`src/hw/rtl/kmes_pkg.sv`:
```
// Shared types and constants of the key matrix event scanner.
// No dependencies; used by the top level and the checker.
package kmes_pkg;

	// Field widths
	localparam int NOW_W  = 32;
	localparam int KEYS_W = 30;
	localparam int CODE_W = 5;
	localparam int ACT_W  = 2;
	localparam int CFG_W  = 16;
	localparam int IDX_W  = 2;
	localparam int MAP_DIM_W = 3;

	// Stamp marking a reported key
	localparam logic [NOW_W-1:0] STAMP_DONE = '1;

	// Event actions
	localparam logic [ACT_W-1:0] ACT_DOWN = 2'd0;
	localparam logic [ACT_W-1:0] ACT_UP   = 2'd1;
	localparam logic [ACT_W-1:0] ACT_LONG = 2'd2;

	// Fixed event codes
	localparam logic [CODE_W-1:0] CODE_NONE        = 5'd0;
	localparam logic [CODE_W-1:0] CODE_KNOB_LEFT   = 5'd27;
	localparam logic [CODE_W-1:0] CODE_KNOB_RIGHT  = 5'd28;
	localparam logic [CODE_W-1:0] CODE_KNOB_BUTTON = 5'd29;

	// Register indexes
	localparam logic [IDX_W-1:0] CFG_LONG_PRESS   = 2'd0;
	localparam logic [IDX_W-1:0] CFG_RELEASE_GRD  = 2'd1;
	localparam logic [IDX_W-1:0] CFG_KNOB_DEBNC   = 2'd2;
	localparam logic [IDX_W-1:0] CFG_KNOB_LONG    = 2'd3;

	// Matrix cell to control code, [row][col], zero for unmapped cells
	localparam logic [CODE_W-1:0] KEY_MAP [8][8] = '{
		'{5'd6,  5'd11, 5'd16, 5'd18, 5'd1, 5'd0, 5'd0, 5'd0},
		'{5'd7,  5'd12, 5'd17, 5'd19, 5'd2, 5'd0, 5'd0, 5'd0},
		'{5'd8,  5'd13, 5'd0,  5'd20, 5'd3, 5'd0, 5'd0, 5'd0},
		'{5'd9,  5'd14, 5'd25, 5'd0,  5'd4, 5'd0, 5'd0, 5'd0},
		'{5'd10, 5'd15, 5'd26, 5'd0,  5'd0, 5'd0, 5'd0, 5'd0},
		'{5'd0,  5'd0,  5'd0,  5'd0,  5'd0, 5'd0, 5'd0, 5'd0},
		'{5'd0,  5'd0,  5'd0,  5'd0,  5'd0, 5'd0, 5'd0, 5'd0},
		'{5'd0,  5'd0,  5'd0,  5'd0,  5'd0, 5'd0, 5'd0, 5'd0}
	};

	function automatic logic [CODE_W-1:0] key_code_of(
		input logic [MAP_DIM_W-1:0] row,
		input logic [MAP_DIM_W-1:0] col
	);
		return KEY_MAP[row][col];
	endfunction

	// Sequencer states
	typedef enum logic [2:0] {
		ST_IDLE,
		ST_SCAN,
		ST_KNOB_A,
		ST_KNOB_B,
		ST_ENC,
		ST_FLUSH
	} kmes_state_t;

	// One key event
	typedef struct packed {
		logic [ACT_W-1:0]  act;
		logic [CODE_W-1:0] code;
	} kmes_evt_t;

endpackage

```
`src/hw/rtl/key_matrix_event_scanner.sv`:
```
// Key matrix event scanner: walks the key matrix, knob button and encoder
// once per scan transaction and streams the resulting key events. Depends on kmes_pkg.
// An event is held one step in a pending register so the final one can be marked last.
// A new scan is taken only in idle, once the previous scan has been walked and flushed;
// the walk reads one stamp per cell and uses one shared subtract/compare unit. Result
// backpressure adds stall cycles.
// Reset: async active low; all keys idle, knob armed, registers at defaults.
module key_matrix_event_scanner #(
	parameter int NUM_ROWS = 5,
	parameter int NUM_COLS = 6
) (
	input  logic        clk,
	input  logic        arst_n,
	// scan input
	input  logic        s_tvalid,
	output logic        s_tready,
	input  logic [71:0] s_tdata,  // now_ms[31:0], keys_pressed[61:32], knob_pressed[62],
	                              // phase_left[63], phase_right[64], zero fill
	// event output
	output logic        m_tvalid,
	input  logic        m_tready,
	output logic [7:0]  m_tdata,  // key_code[4:0], action[6:5], zero fill
	output logic        m_tlast,  // last_event
	// register writes
	input  logic                      cfg_we,
	input  logic [kmes_pkg::IDX_W-1:0] cfg_idx,
	input  logic [kmes_pkg::CFG_W-1:0] cfg_data
);
	import kmes_pkg::*;

	localparam int CELLS = NUM_ROWS * NUM_COLS;
	localparam int BIT_W = (CELLS > 1) ? $clog2(CELLS) : 1;
	localparam int ROW_W = (NUM_ROWS > 1) ? $clog2(NUM_ROWS) : 1;
	localparam int COL_W = (NUM_COLS > 1) ? $clog2(NUM_COLS) : 1;
	localparam int EXT_W = ((1 << BIT_W) > KEYS_W) ? (1 << BIT_W) : KEYS_W;

	// Configuration registers
	logic [CFG_W-1:0] long_press_q, release_guard_q, knob_debounce_q, knob_long_q;

	always_ff @(posedge clk or negedge arst_n) begin
		if (!arst_n) begin
			long_press_q    <= 16'd500;
			release_guard_q <= 16'd100;
			knob_debounce_q <= 16'd50;
			knob_long_q     <= 16'd500;
		end else if (cfg_we) begin
			unique case (cfg_idx)
				CFG_LONG_PRESS:  long_press_q    <= cfg_data;
				CFG_RELEASE_GRD: release_guard_q <= cfg_data;
				CFG_KNOB_DEBNC:  knob_debounce_q <= cfg_data;
				CFG_KNOB_LONG:   knob_long_q     <= cfg_data;
				default: ;
			endcase
		end
	end

	// Sequencer state and latched scan
	kmes_state_t state_q, state_d;
	logic [NOW_W-1:0]  now_q;
	logic [KEYS_W-1:0] keys_q;
	logic knob_q, left_q, right_q;
	logic in_acc;

	assign s_tready = (state_q == ST_IDLE);
	assign in_acc   = s_tvalid && s_tready;

	always_ff @(posedge clk) begin
		if (in_acc) begin
			now_q   <= s_tdata[31:0];
			keys_q  <= s_tdata[61:32];
			knob_q  <= s_tdata[62];
			left_q  <= s_tdata[63];
			right_q <= s_tdata[64];
		end
	end

	// Walk counters (column-major), fetch side
	logic [ROW_W-1:0] row_q;
	logic [COL_W-1:0] col_q;
	logic [BIT_W-1:0] bit_q;
	logic fetch_done_q;
	logic last_cell;
	logic [EXT_W-1:0] keys_ext;
	logic go;

	assign last_cell = (row_q == ROW_W'(NUM_ROWS - 1)) && (col_q == COL_W'(NUM_COLS - 1));
	assign keys_ext  = EXT_W'(keys_q);

	// Stamp memory with per-entry valid bits (invalid reads as idle)
	logic [NOW_W-1:0] stamp_mem [CELLS];
	logic [CELLS-1:0] stamp_vld_q;
	logic mem_we;
	logic [NOW_W-1:0] mem_wdata;

	// Evaluate stage
	logic             v_s1;
	logic [NOW_W-1:0] rd_s1;
	logic             rdv_s1;
	logic [CODE_W-1:0] code_s1;
	logic             pressed_s1;
	logic [BIT_W-1:0] bit_s1;
	logic [NOW_W-1:0] stamp_s1;

	assign stamp_s1 = rdv_s1 ? rd_s1 : '0;

	logic fetch_en;
	assign fetch_en = (state_q == ST_SCAN) && !fetch_done_q && go;

	always_ff @(posedge clk or negedge arst_n) begin
		if (!arst_n) begin
			row_q        <= '0;
			col_q        <= '0;
			bit_q        <= '0;
			fetch_done_q <= 1'b0;
			v_s1         <= 1'b0;
		end else if (in_acc) begin
			row_q        <= '0;
			col_q        <= '0;
			bit_q        <= '0;
			fetch_done_q <= 1'b0;
			v_s1         <= 1'b0;
		end else if (state_q == ST_SCAN && go) begin
			v_s1 <= !fetch_done_q;
			if (!fetch_done_q) begin
				if (last_cell) begin
					fetch_done_q <= 1'b1;
				end else if (row_q == ROW_W'(NUM_ROWS - 1)) begin
					row_q <= '0;
					col_q <= col_q + 1'b1;
					bit_q <= BIT_W'(col_q) + 1'b1;
				end else begin
					row_q <= row_q + 1'b1;
					bit_q <= bit_q + BIT_W'(NUM_COLS);
				end
			end
		end
	end

	// Memory read into the evaluate stage
	always_ff @(posedge clk) begin
		if (fetch_en) begin
			rd_s1      <= stamp_mem[bit_q];
			rdv_s1     <= stamp_vld_q[bit_q];
			code_s1    <= key_code_of(MAP_DIM_W'(row_q), MAP_DIM_W'(col_q));
			pressed_s1 <= keys_ext[bit_q];
			bit_s1     <= bit_q;
		end
	end

	// Memory write from the evaluate stage
	always_ff @(posedge clk) begin
		if (mem_we && go) begin
			stamp_mem[bit_s1] <= mem_wdata;
		end
	end

	always_ff @(posedge clk or negedge arst_n) begin
		if (!arst_n) begin
			stamp_vld_q <= '0;
		end else if (mem_we && go) begin
			stamp_vld_q[bit_s1] <= 1'b1;
		end
	end

	// Knob and encoder state
	logic [NOW_W-1:0] knob_stamp_q, knob_stamp_d;
	logic was_q, was_d, armed_q, armed_d, pwh_q, pwh_d;

	// Shared subtract and compare unit
	logic [NOW_W-1:0] sub_b, delta;
	logic [CFG_W-1:0] lim_a, lim_b;
	logic gt_a, gt_b;

	assign delta = now_q - sub_b;
	assign gt_a  = delta > NOW_W'(lim_a);
	assign gt_b  = delta > NOW_W'(lim_b);

	// Event staging: pending event plus output register
	kmes_evt_t pend_q, out_q, emit_evt;
	logic pend_v_q, out_v_q, out_last_q;
	logic emit_req, out_free;

	assign out_free = !out_v_q || m_tready;
	assign go       = !emit_req || !pend_v_q || out_free;

	// Next state, shared-unit operands, events and state updates
	always_comb begin
		logic busy;
		logic armed_eff;
		logic long_fire;
		busy      = 1'b0;
		armed_eff = 1'b0;
		long_fire = 1'b0;
		state_d      = state_q;
		sub_b        = stamp_s1;
		lim_a        = long_press_q;
		lim_b        = release_guard_q;
		emit_req     = 1'b0;
		emit_evt     = '{act: ACT_DOWN, code: CODE_NONE};
		mem_we       = 1'b0;
		mem_wdata    = '0;
		knob_stamp_d = knob_stamp_q;
		was_d        = was_q;
		armed_d      = armed_q;
		pwh_d        = pwh_q;
		unique case (state_q)
			ST_IDLE: begin
				if (in_acc) state_d = ST_SCAN;
			end
			ST_SCAN: begin
				if (v_s1 && code_s1 != CODE_NONE) begin
					busy = (stamp_s1 != '0) && (stamp_s1 != STAMP_DONE);
					if (busy) begin
						if (gt_a) begin
							mem_we    = 1'b1;
							mem_wdata = STAMP_DONE;
							emit_req  = 1'b1;
							emit_evt  = '{act: ACT_LONG, code: code_s1};
						end else if (gt_b && !pressed_s1) begin
							mem_we    = 1'b1;
							mem_wdata = STAMP_DONE;
							emit_req  = 1'b1;
							emit_evt  = '{act: ACT_UP, code: code_s1};
						end
					end else if (pressed_s1 && stamp_s1 != STAMP_DONE) begin
						mem_we    = 1'b1;
						mem_wdata = now_q;
						emit_req  = 1'b1;
						emit_evt  = '{act: ACT_DOWN, code: code_s1};
					end else if (!pressed_s1 && stamp_s1 == STAMP_DONE) begin
						mem_we    = 1'b1;
						mem_wdata = '0;
					end
				end
				if (fetch_done_q && !v_s1) state_d = ST_KNOB_A;
			end
			ST_KNOB_A: begin
				sub_b     = knob_stamp_q;
				lim_a     = knob_long_q;
				armed_eff = armed_q || !knob_q;
				long_fire = armed_eff && knob_q && was_q && gt_a;
				armed_d   = armed_eff && !long_fire;
				if (long_fire) begin
					emit_req     = 1'b1;
					emit_evt     = '{act: ACT_LONG, code: CODE_KNOB_BUTTON};
					was_d        = 1'b0;
					knob_stamp_d = '0;
				end
				if (go) state_d = armed_eff ? ST_KNOB_B : ST_ENC;
			end
			ST_KNOB_B: begin
				sub_b = knob_stamp_q;
				lim_b = knob_debounce_q;
				if (knob_stamp_q == '0) begin
					if (knob_q) begin
						emit_req     = 1'b1;
						emit_evt     = '{act: ACT_DOWN, code: CODE_KNOB_BUTTON};
						knob_stamp_d = now_q;
						was_d        = 1'b1;
					end
				end else if (gt_b && !knob_q) begin
					emit_req     = 1'b1;
					emit_evt     = '{act: ACT_UP, code: CODE_KNOB_BUTTON};
					knob_stamp_d = '0;
					was_d        = 1'b0;
				end
				if (go) state_d = ST_ENC;
			end
			ST_ENC: begin
				if (left_q && right_q) begin
					pwh_d = 1'b1;
				end else if (pwh_q && left_q && !right_q) begin
					emit_req = 1'b1;
					emit_evt = '{act: ACT_DOWN, code: CODE_KNOB_LEFT};
					pwh_d    = 1'b0;
				end else if (pwh_q && !left_q && right_q) begin
					emit_req = 1'b1;
					emit_evt = '{act: ACT_DOWN, code: CODE_KNOB_RIGHT};
					pwh_d    = 1'b0;
				end
				if (go) state_d = ST_FLUSH;
			end
			ST_FLUSH: begin
				if (!pend_v_q || out_free) state_d = ST_IDLE;
			end
			default: state_d = ST_IDLE;
		endcase
	end

	// State register
	always_ff @(posedge clk or negedge arst_n) begin
		if (!arst_n) begin
			state_q <= ST_IDLE;
		end else begin
			state_q <= state_d;
		end
	end

	// Knob and encoder registers
	always_ff @(posedge clk or negedge arst_n) begin
		if (!arst_n) begin
			knob_stamp_q <= '0;
			was_q        <= 1'b0;
			armed_q      <= 1'b1;
			pwh_q        <= 1'b0;
		end else if (go) begin
			knob_stamp_q <= knob_stamp_d;
			was_q        <= was_d;
			armed_q      <= armed_d;
			pwh_q        <= pwh_d;
		end
	end

	// Pending event and output register; the last event is known at flush
	always_ff @(posedge clk or negedge arst_n) begin
		if (!arst_n) begin
			pend_v_q <= 1'b0;
			out_v_q  <= 1'b0;
		end else begin
			if (emit_req && go) begin
				pend_v_q <= 1'b1;
				if (pend_v_q) out_v_q <= 1'b1;
				else if (m_tready) out_v_q <= 1'b0;
			end else if (state_q == ST_FLUSH && pend_v_q && out_free) begin
				pend_v_q <= 1'b0;
				out_v_q  <= 1'b1;
			end else if (m_tready) begin
				out_v_q <= 1'b0;
			end
		end
	end

	always_ff @(posedge clk) begin
		if (emit_req && go) begin
			pend_q <= emit_evt;
			if (pend_v_q) begin
				out_q      <= pend_q;
				out_last_q <= 1'b0;
			end
		end else if (state_q == ST_FLUSH && pend_v_q && out_free) begin
			out_q      <= pend_q;
			out_last_q <= 1'b1;
		end
	end

	assign m_tvalid = out_v_q;
	assign m_tdata  = {1'b0, out_q.act, out_q.code};
	assign m_tlast  = out_last_q;

endmodule

```
`config.mk`:
```
export PLATFORM = sky130hd
export DESIGN_NAME = key_matrix_event_scanner
export DESIGN_NICKNAME = d
export VERILOG_FILES = /design/src/hw/rtl/kmes_pkg.sv /design/src/hw/rtl/key_matrix_event_scanner.sv
export SDC_FILE = /design/constraint.sdc
export NUM_CORES = 1
export LEC_CHECK = 0
export ABC_AREA = 1
export BUFFER_PORTS_ARGS = -buffer_cell sky130_fd_sc_hd__buf_4
export CORE_UTILIZATION = 31
export CTS_CLUSTER_DIAMETER = 100
export DETAILED_ROUTE_END_ITERATION = 8
export GPL_TIMING_DRIVEN = 0
export RECOVER_POWER = 25
export SYNTH_ARGS = -nofsm -noshare
export SYNTH_HDL_FRONTEND = slang
export SYNTH_SLANG_ARGS = --single-unit
```
`constraint.sdc`:
```
create_clock -name clk -period 8.61 [get_ports clk]
set_input_delay 0.4305 -clock clk [delete_from_list [all_inputs] [get_ports clk]]
set_output_delay 0.4305 -clock clk [all_outputs]
set_load 0.01 [all_outputs]
```
Yosys cells after proc, flatten, opt, wreduce, memory -nomap -nowiden
Memory sizes are Yosys's and may differ from the RTL's. A register that Yosys moved wholly into a read port is not among the register bits.
Cells that the tools add are included.
W data, S select, Z words.
- ROM bits: 320
- bits in registers: 239
- latch bits: 0
- memories: 2
- word-level logic and storage cells: 243
- bits in writable memories: 960
- output and inout port bits: 11
- div/mod/pow operators: 0
- muxes and demuxes: 108
- reductions and logical operators: 63
- shift-type cells: 0
- order comparisons: 7
- $add $sub $neg: 5
- bitwise operators: 3
- eq/ne operators: 24
- multipliers: 0
- memories (memory ; depth ; width ; read ports ; clocked after memory_dff ; wr ports ; line ; RTL):
    stamp_mem ; 30 ; 32 ; 1 ; 1 ; 1 ; key_matrix_event_scanner.sv:90 ; logic [NOW_W-1:0] stamp_mem [CELLS];
    (no name shown) ; 8 ; 40 ; 1 ; 0 ; 0 ; kmes_pkg.sv:50 ; return KEY_MAP[row][col];
- operators by type and width (kind ; count):
    $mux W32 ; 12
    $mux W40 ; 2
    $gt A32 B16 Y1 ; 2
    $pmux W32 S2 ; 1
    $mux W5 ; 12
    $mux W7 ; 8
    $mux W3 ; 17
    $mux W1 ; 44
    $eq A32 B32 Y1 const B ; 1
    $logic_not A32 Y1 ; 1
    $mux W16 ; 2
    $ne A32 B32 Y1 const B ; 1
    $reduce_bool A32 Y1 ; 1
    $sub A32 B32 Y32 ; 1
    $or A30 B30 Y30 ; 1
    $pmux W7 S4 ; 1
    $logic_and A1 B1 Y1 ; 26
    $pmux W3 S6 ; 1
    $ne A2 B2 Y1 const B ; 8
    $bmux W5 S3 ; 1
    $eq A3 B3 Y1 const B ; 4
    $lt A5 B6 Y1 const B ; 2
    $mux W6 ; 2
    $reduce_and A2 Y1 ; 6
    other kinds (28) ; 53

Logic depth before layout (Yosys ltp)
- word-level depth: 17
- mapped depth: 33
- gate-level depth less buffers: 32

Worst setup path after synthesis
No wires, ideal clock.
- path kind: flip-flop to flip-flop
- start: reg state_q[2]
- end: mem stamp_mem[29][0], enable pin
- path buffers: 2
- data arrival time: 6.273 ns
- setup time: 0.463 ns
- cell stages (with the launch flop): 30
- setup slack: 1.874 ns
- cell sequence: dfrtp_1 -> inv_1 -> nand2_1 -> clkbuf_1 -> clkbuf_1 -> nand3_1 -> nand2_1 -> ha_1 -> inv_1 -> fa_1 -> nand2_1 -> inv_1 -> nand2_1 -> nand2_1 -> nand3_1 -> nand3_1 -> xor2_1 -> ha_1 -> nand2_1 -> nor4_1 -> nand2_1 -> nand2_1 -> nand3_1 -> nor2_1 -> nand2_1 -> nand2_2 -> nand3_4 -> nand2_1 -> nand2_1 -> nor3_1
- longest elaborated chain between the ends: 17
- elaborated cells on any way between the ends: 31
- RTL lines (item ; line ; RTL):
    start: declaration ; key_matrix_event_scanner.sv:58 ; kmes_state_t state_q, state_d;
    start signal: assignment ; key_matrix_event_scanner.sv:295 ; state_q <= state_d;
    $eq A3 B2 Y1 ; key_matrix_event_scanner.sv:206 ; unique case (state_q)
    $reduce_or A2 Y1 (no line) ; n/a ;
    $mux W32 ; key_matrix_event_scanner.sv:206 ;
    $sub A32 B32 Y32 ; key_matrix_event_scanner.sv:174 ; assign delta = now_q - sub_b;
    $gt A32 B16 Y1 ; key_matrix_event_scanner.sv:176 ; assign gt_b = delta > NOW_W'(lim_b);
    $logic_and A1 B1 Y1 ; key_matrix_event_scanner.sv:219 ; end else if (gt_b && !pressed_s1) begin
    $mux W1 ; key_matrix_event_scanner.sv:219 ;
    $mux W1 ; key_matrix_event_scanner.sv:214 ; if (gt_a) begin
    $mux W1 ; key_matrix_event_scanner.sv:213 ; if (busy) begin
    $mux W1 ; key_matrix_event_scanner.sv:211 ; if (v_s1 && code_s1 != CODE_NONE) begin
    $pmux W1 S4 ; key_matrix_event_scanner.sv:206 ;
    $logic_not A1 Y1 ; key_matrix_event_scanner.sv:184 ; assign go = !emit_req || !pend_v_q || out_free;
    $logic_or A1 B1 Y1 (2 in series) ; key_matrix_event_scanner.sv:184 ;
    $logic_and A1 B1 Y1 (*) ; key_matrix_event_scanner.sv:152 ; if (mem_we && go) begin
    $mux W1 (*) ; key_matrix_event_scanner.sv:152 ;
    $mux W1 (not written as such) (*) ; key_matrix_event_scanner.sv:153 ; stamp_mem[bit_s1] <= mem_wdata;
    end: declaration ; key_matrix_event_scanner.sv:90 ;
Mark *: on every way between the ends. The rest lies on a longest branch, timed or not.

Final worst setup path
- start: reg state_q[2]
- end: mem stamp_mem[20][19], enable pin
The elaborated chain is that of the path after synthesis.

==> results_dict.tcl <==
set metrics [dict create \
    status "complete, but fails checks" \
    violations "capacitance limit, slew limit" \
    htree_levels 4 \
    synth_cells 4466 \
    dieArea_mm2 0.169 \
    cp_slowest_cell "nor2_4" \
    ant_nets 0 \
    grt_pass1_vias 36000 \
    cts.sinks 1231 \
    via_count 38300 \
    crit_path_end "stamp_mem[20][19]$_DFFE_PP_" \
    setup_viol 0 \
    vdd_drop_max_v 0.000167 \
    drtPass1Iterations 6 \
    yosysMostFrequentCell "edfxtp_1" \
    r2r_start "state_q[2]$_DFFE_PN0P_" \
    synthMuxAreaShare 0.00578 \
    drc 0 \
    synthXorXnorAreaFrac 0.00270 \
    clk_latency_ps 800 \
    tightest_slew_ps 3460 \
    synthSimpleGateAreaFrac 0.112 \
    grt_pass1_wl_mm 249 \
    fillers 15600 \
    yosys_warnings 0 \
    power_uw 20400 \
    dp_slack_ps 971 \
    synthTopCellsByCount "edfxtp_1, o21ai_0, nor2_1" \
    place_congestion 0.939 \
    startpoint "state_q[2]$_DFFE_PN0P_" \
    cts_made_buffers 133 \
    root_buffer "clkbuf_16" \
    rsz0062_at_grt "no" \
    worstRegToRegCells 30 \
    worstPathArrival_ps 8240 \
    ys_seq_area_frac 0.697 \
    coreArea_mm2 0.166 \
    synth.avg_cell_area_um2 11.6 \
    drv_cap 8 \
    required_ps 9100 \
    worstSetupPathType "flip-flop to flip-flop" \
    setup_ws_ps 860 \
    synthDistinctLibCells 47 \
    end_kind "flip-flop" \
    finalCritPeriodShare 0.900 \
    post_cts_buffers 0 \
    drt-initial-drc-count 4864 \
    grt_remaining_overflow 0 \
    dp_hpwl_mm 123 \
    p_leak_uw 0.0225 \
    rows 149 \
    wire_per_inst_um 24.5 \
    grt_max_degree 90 \
    hold_path_class "input port to flip-flop" \
    async_flop_share 0.119 \
    syn_to_final_growth_pct 19.8 \
    crit_path_start_kind "flip-flop" \
    min_path_cells 4 \
    rrSetupSlack_ps 860 \
    cts_max_path_buffers 3 \
    ys_ff_latch 1231 \
    rr_endpoint "stamp_mem[20][19]$_DFFE_PP_" \
    wl_mm 175 \
    avgViaCountPerCell 5.36 \
    synthAdderAreaFrac 0.0182 \
    syn_area_mm2 0.0520 \
    finalHoldViolations 0 \
    pin_count 106 \
    synth_top_cell_area_share 0.626 \
    synth_top_family_by_area "compound AO/OA/AOI/OAI gates" \
    period_needed_ps 7750 \
    antenna_found_initial 7 \
    synth_compound_gate_area_share 0.125 \
    crit_fanout 18 \
    cts_tree "built" \
    synth_ff_type "edfxtp_1" \
    skew_ps 38.6 \
    initial_core_util 0.314 \
    die_y_um 412 \
    path_common_cell "nand2_1" \
    fin_nets 5015 \
    final.setup.tns_ps 0 \
    synth_area_leader_cell "edfxtp_1" \
    maxSlewViolCount 232 \
    power_density_mw_per_mm2 327 \
    drive_gt1_frac 0.0816 \
    synth-edff-count 1084 \
    clk_pin_slew_ps 60 \
    max_freq_ghz 0.129 \
    cp_slowest_stage_delay_ps 860 \
    io_buffers 97 \
    max_slew_margin -1.30 \
    yosys-top-cells-area "edfxtp_1, o21ai_0, dfrtp_1" \
    die_w_um 412 \
    syn-num-nets 4636 \
    grt_util_all_layers 0.202 \
]
[layer usage]
metal	vias up	global-route usage	share of wire
li1	16900	-	-
met1	19000	0.268	0.40
met2	2087	0.313	0.45
met3	324	0.0410	0.098
met4	0	0.0990	0.051
met5	-	0	0
[report_power, final]
part / internal (uW) / switching (uW) / total [uW]
Sequential: 7310 / 270 / 7580
Clock: 3280 / 2460 / 5740
Combinational: 1960 / 5080 / 7040
Total: 12600 / 7810 / 20400
[timing repair]
action                    CTS  global route
hold buffers               83             0
gates resized for setup     0             0
hold endpoints to repair  180             0
[logic make-up (layout without fill, tap and decap cells)]
family / Yosys count / after routing
other: 1 / 3
AO/OA/AOI/OAI: 1132 / 1132
adder cells (fa/ha/maj): 75 / 75
flip-flops: 1231 / 1231
XOR/XNOR: 16 / 16
multiplexers: 30 / 30
buffers and inverters: 539 / 1027
AND/OR/NAND/NOR: 1442 / 1442
[worst min path at each step]
stage / start / endpoint / slack [ps]
final: cfg_idx[1] / knob_long_q[0]$_DFFE_PN0P_ / 100
after global routing: cfg_we / knob_long_q[1]$_DFFE_PN0P_ / 140
after CTS: cfg_idx[1] / knob_debounce_q[1]$_DFFE_PN1P_ / 70
after detailed placement: pend_q[3]$_DFFE_PP_ / m_tdata[3]$_DFFE_PP_ / 410
after global placement: pend_q[0]$_DFFE_PP_ / m_tdata[0]$_DFFE_PP_ / 400
after floorplan: arst_n / bit_q[0]$_DFFE_PN0P_ / 130
[worst max-delay path, delay by kind of cell, from the launching register on]
| family | cells | cell delay (ps) |
|---|---|---|
| compound gates | 1 | 330 |
| xor+xnor | 1 | 220 |
| fa+ha+maj | 3 | 1040 |
| buf+inv | 6 | 1440 |
| flops | 1 | 420 |
| simple gates | 19 | 3920 |
[flip-flops by register name, indices dropped and copies added, names as in the netlist, 30 cells and up]
signal / flops
stamp_mem: 960
now_q: 32
stamp_vld_q: 30
rd_s1: 32
knob_stamp_q: 32
keys_q: 30
[cell usage in the layout, fill, tap and decap left out, types with 10 or more instances in the layout]
cell type,instances
o21bai_1,17
ha_1,74
clkbuf_16,135
a21oi_4,21
a21oi_1,62
edfxtp_1,1084
nor2_4,28
nor3_1,17
nand3_1,116
nor2_1,589
nor4_1,13
inv_1,277
buf_12,31
clkbuf_1,288
nand2_1,607
dlygate4sd3_1,83
o211ai_1,57
buf_1,26
clkinv_2,18
o21ai_0,698
xor2_1,16
buf_16,21
o22ai_1,128
clkinv_1,27
nand4_1,51
dfstp_2,13
mux2i_1,30
bufinv_16,10
buf_4,17
clkbuf_4,50
dfrtp_1,128
o221ai_1,110
[area by class of cell]
type	instances	area, um2	area share
Clock buffer	169	3580	0.0574
Multi-Input combinational cell	2696	14200	0.227
Sequential cell	1231	36300	0.582
Clock inverter	75	791	0.0127
Tap cell	2189	2740	0.0440
Buffer	255	965	0.0155
Antenna cell	2	5.00	0.0000803
Inverter	284	1070	0.0171
Timing Repair Buffer	244	2750	0.0442
[metrics by stage]
step | cells | instance area (um2) | util | hold WS, ps
floorplan | 4466 | 52000 | - | 135
global placement | 6752 | 55500 | 0.335 | 403
detailed placement | 6816 | 57400 | 0.346 | 407
CTS | 7143 | 62600 | 0.378 | 65.0
global route | 7143 | 62300 | 0.376 | 144
finish | 7145 | 62300 | 0.376 | 101
No activity file was read; power rests on OpenSTA's default activity.
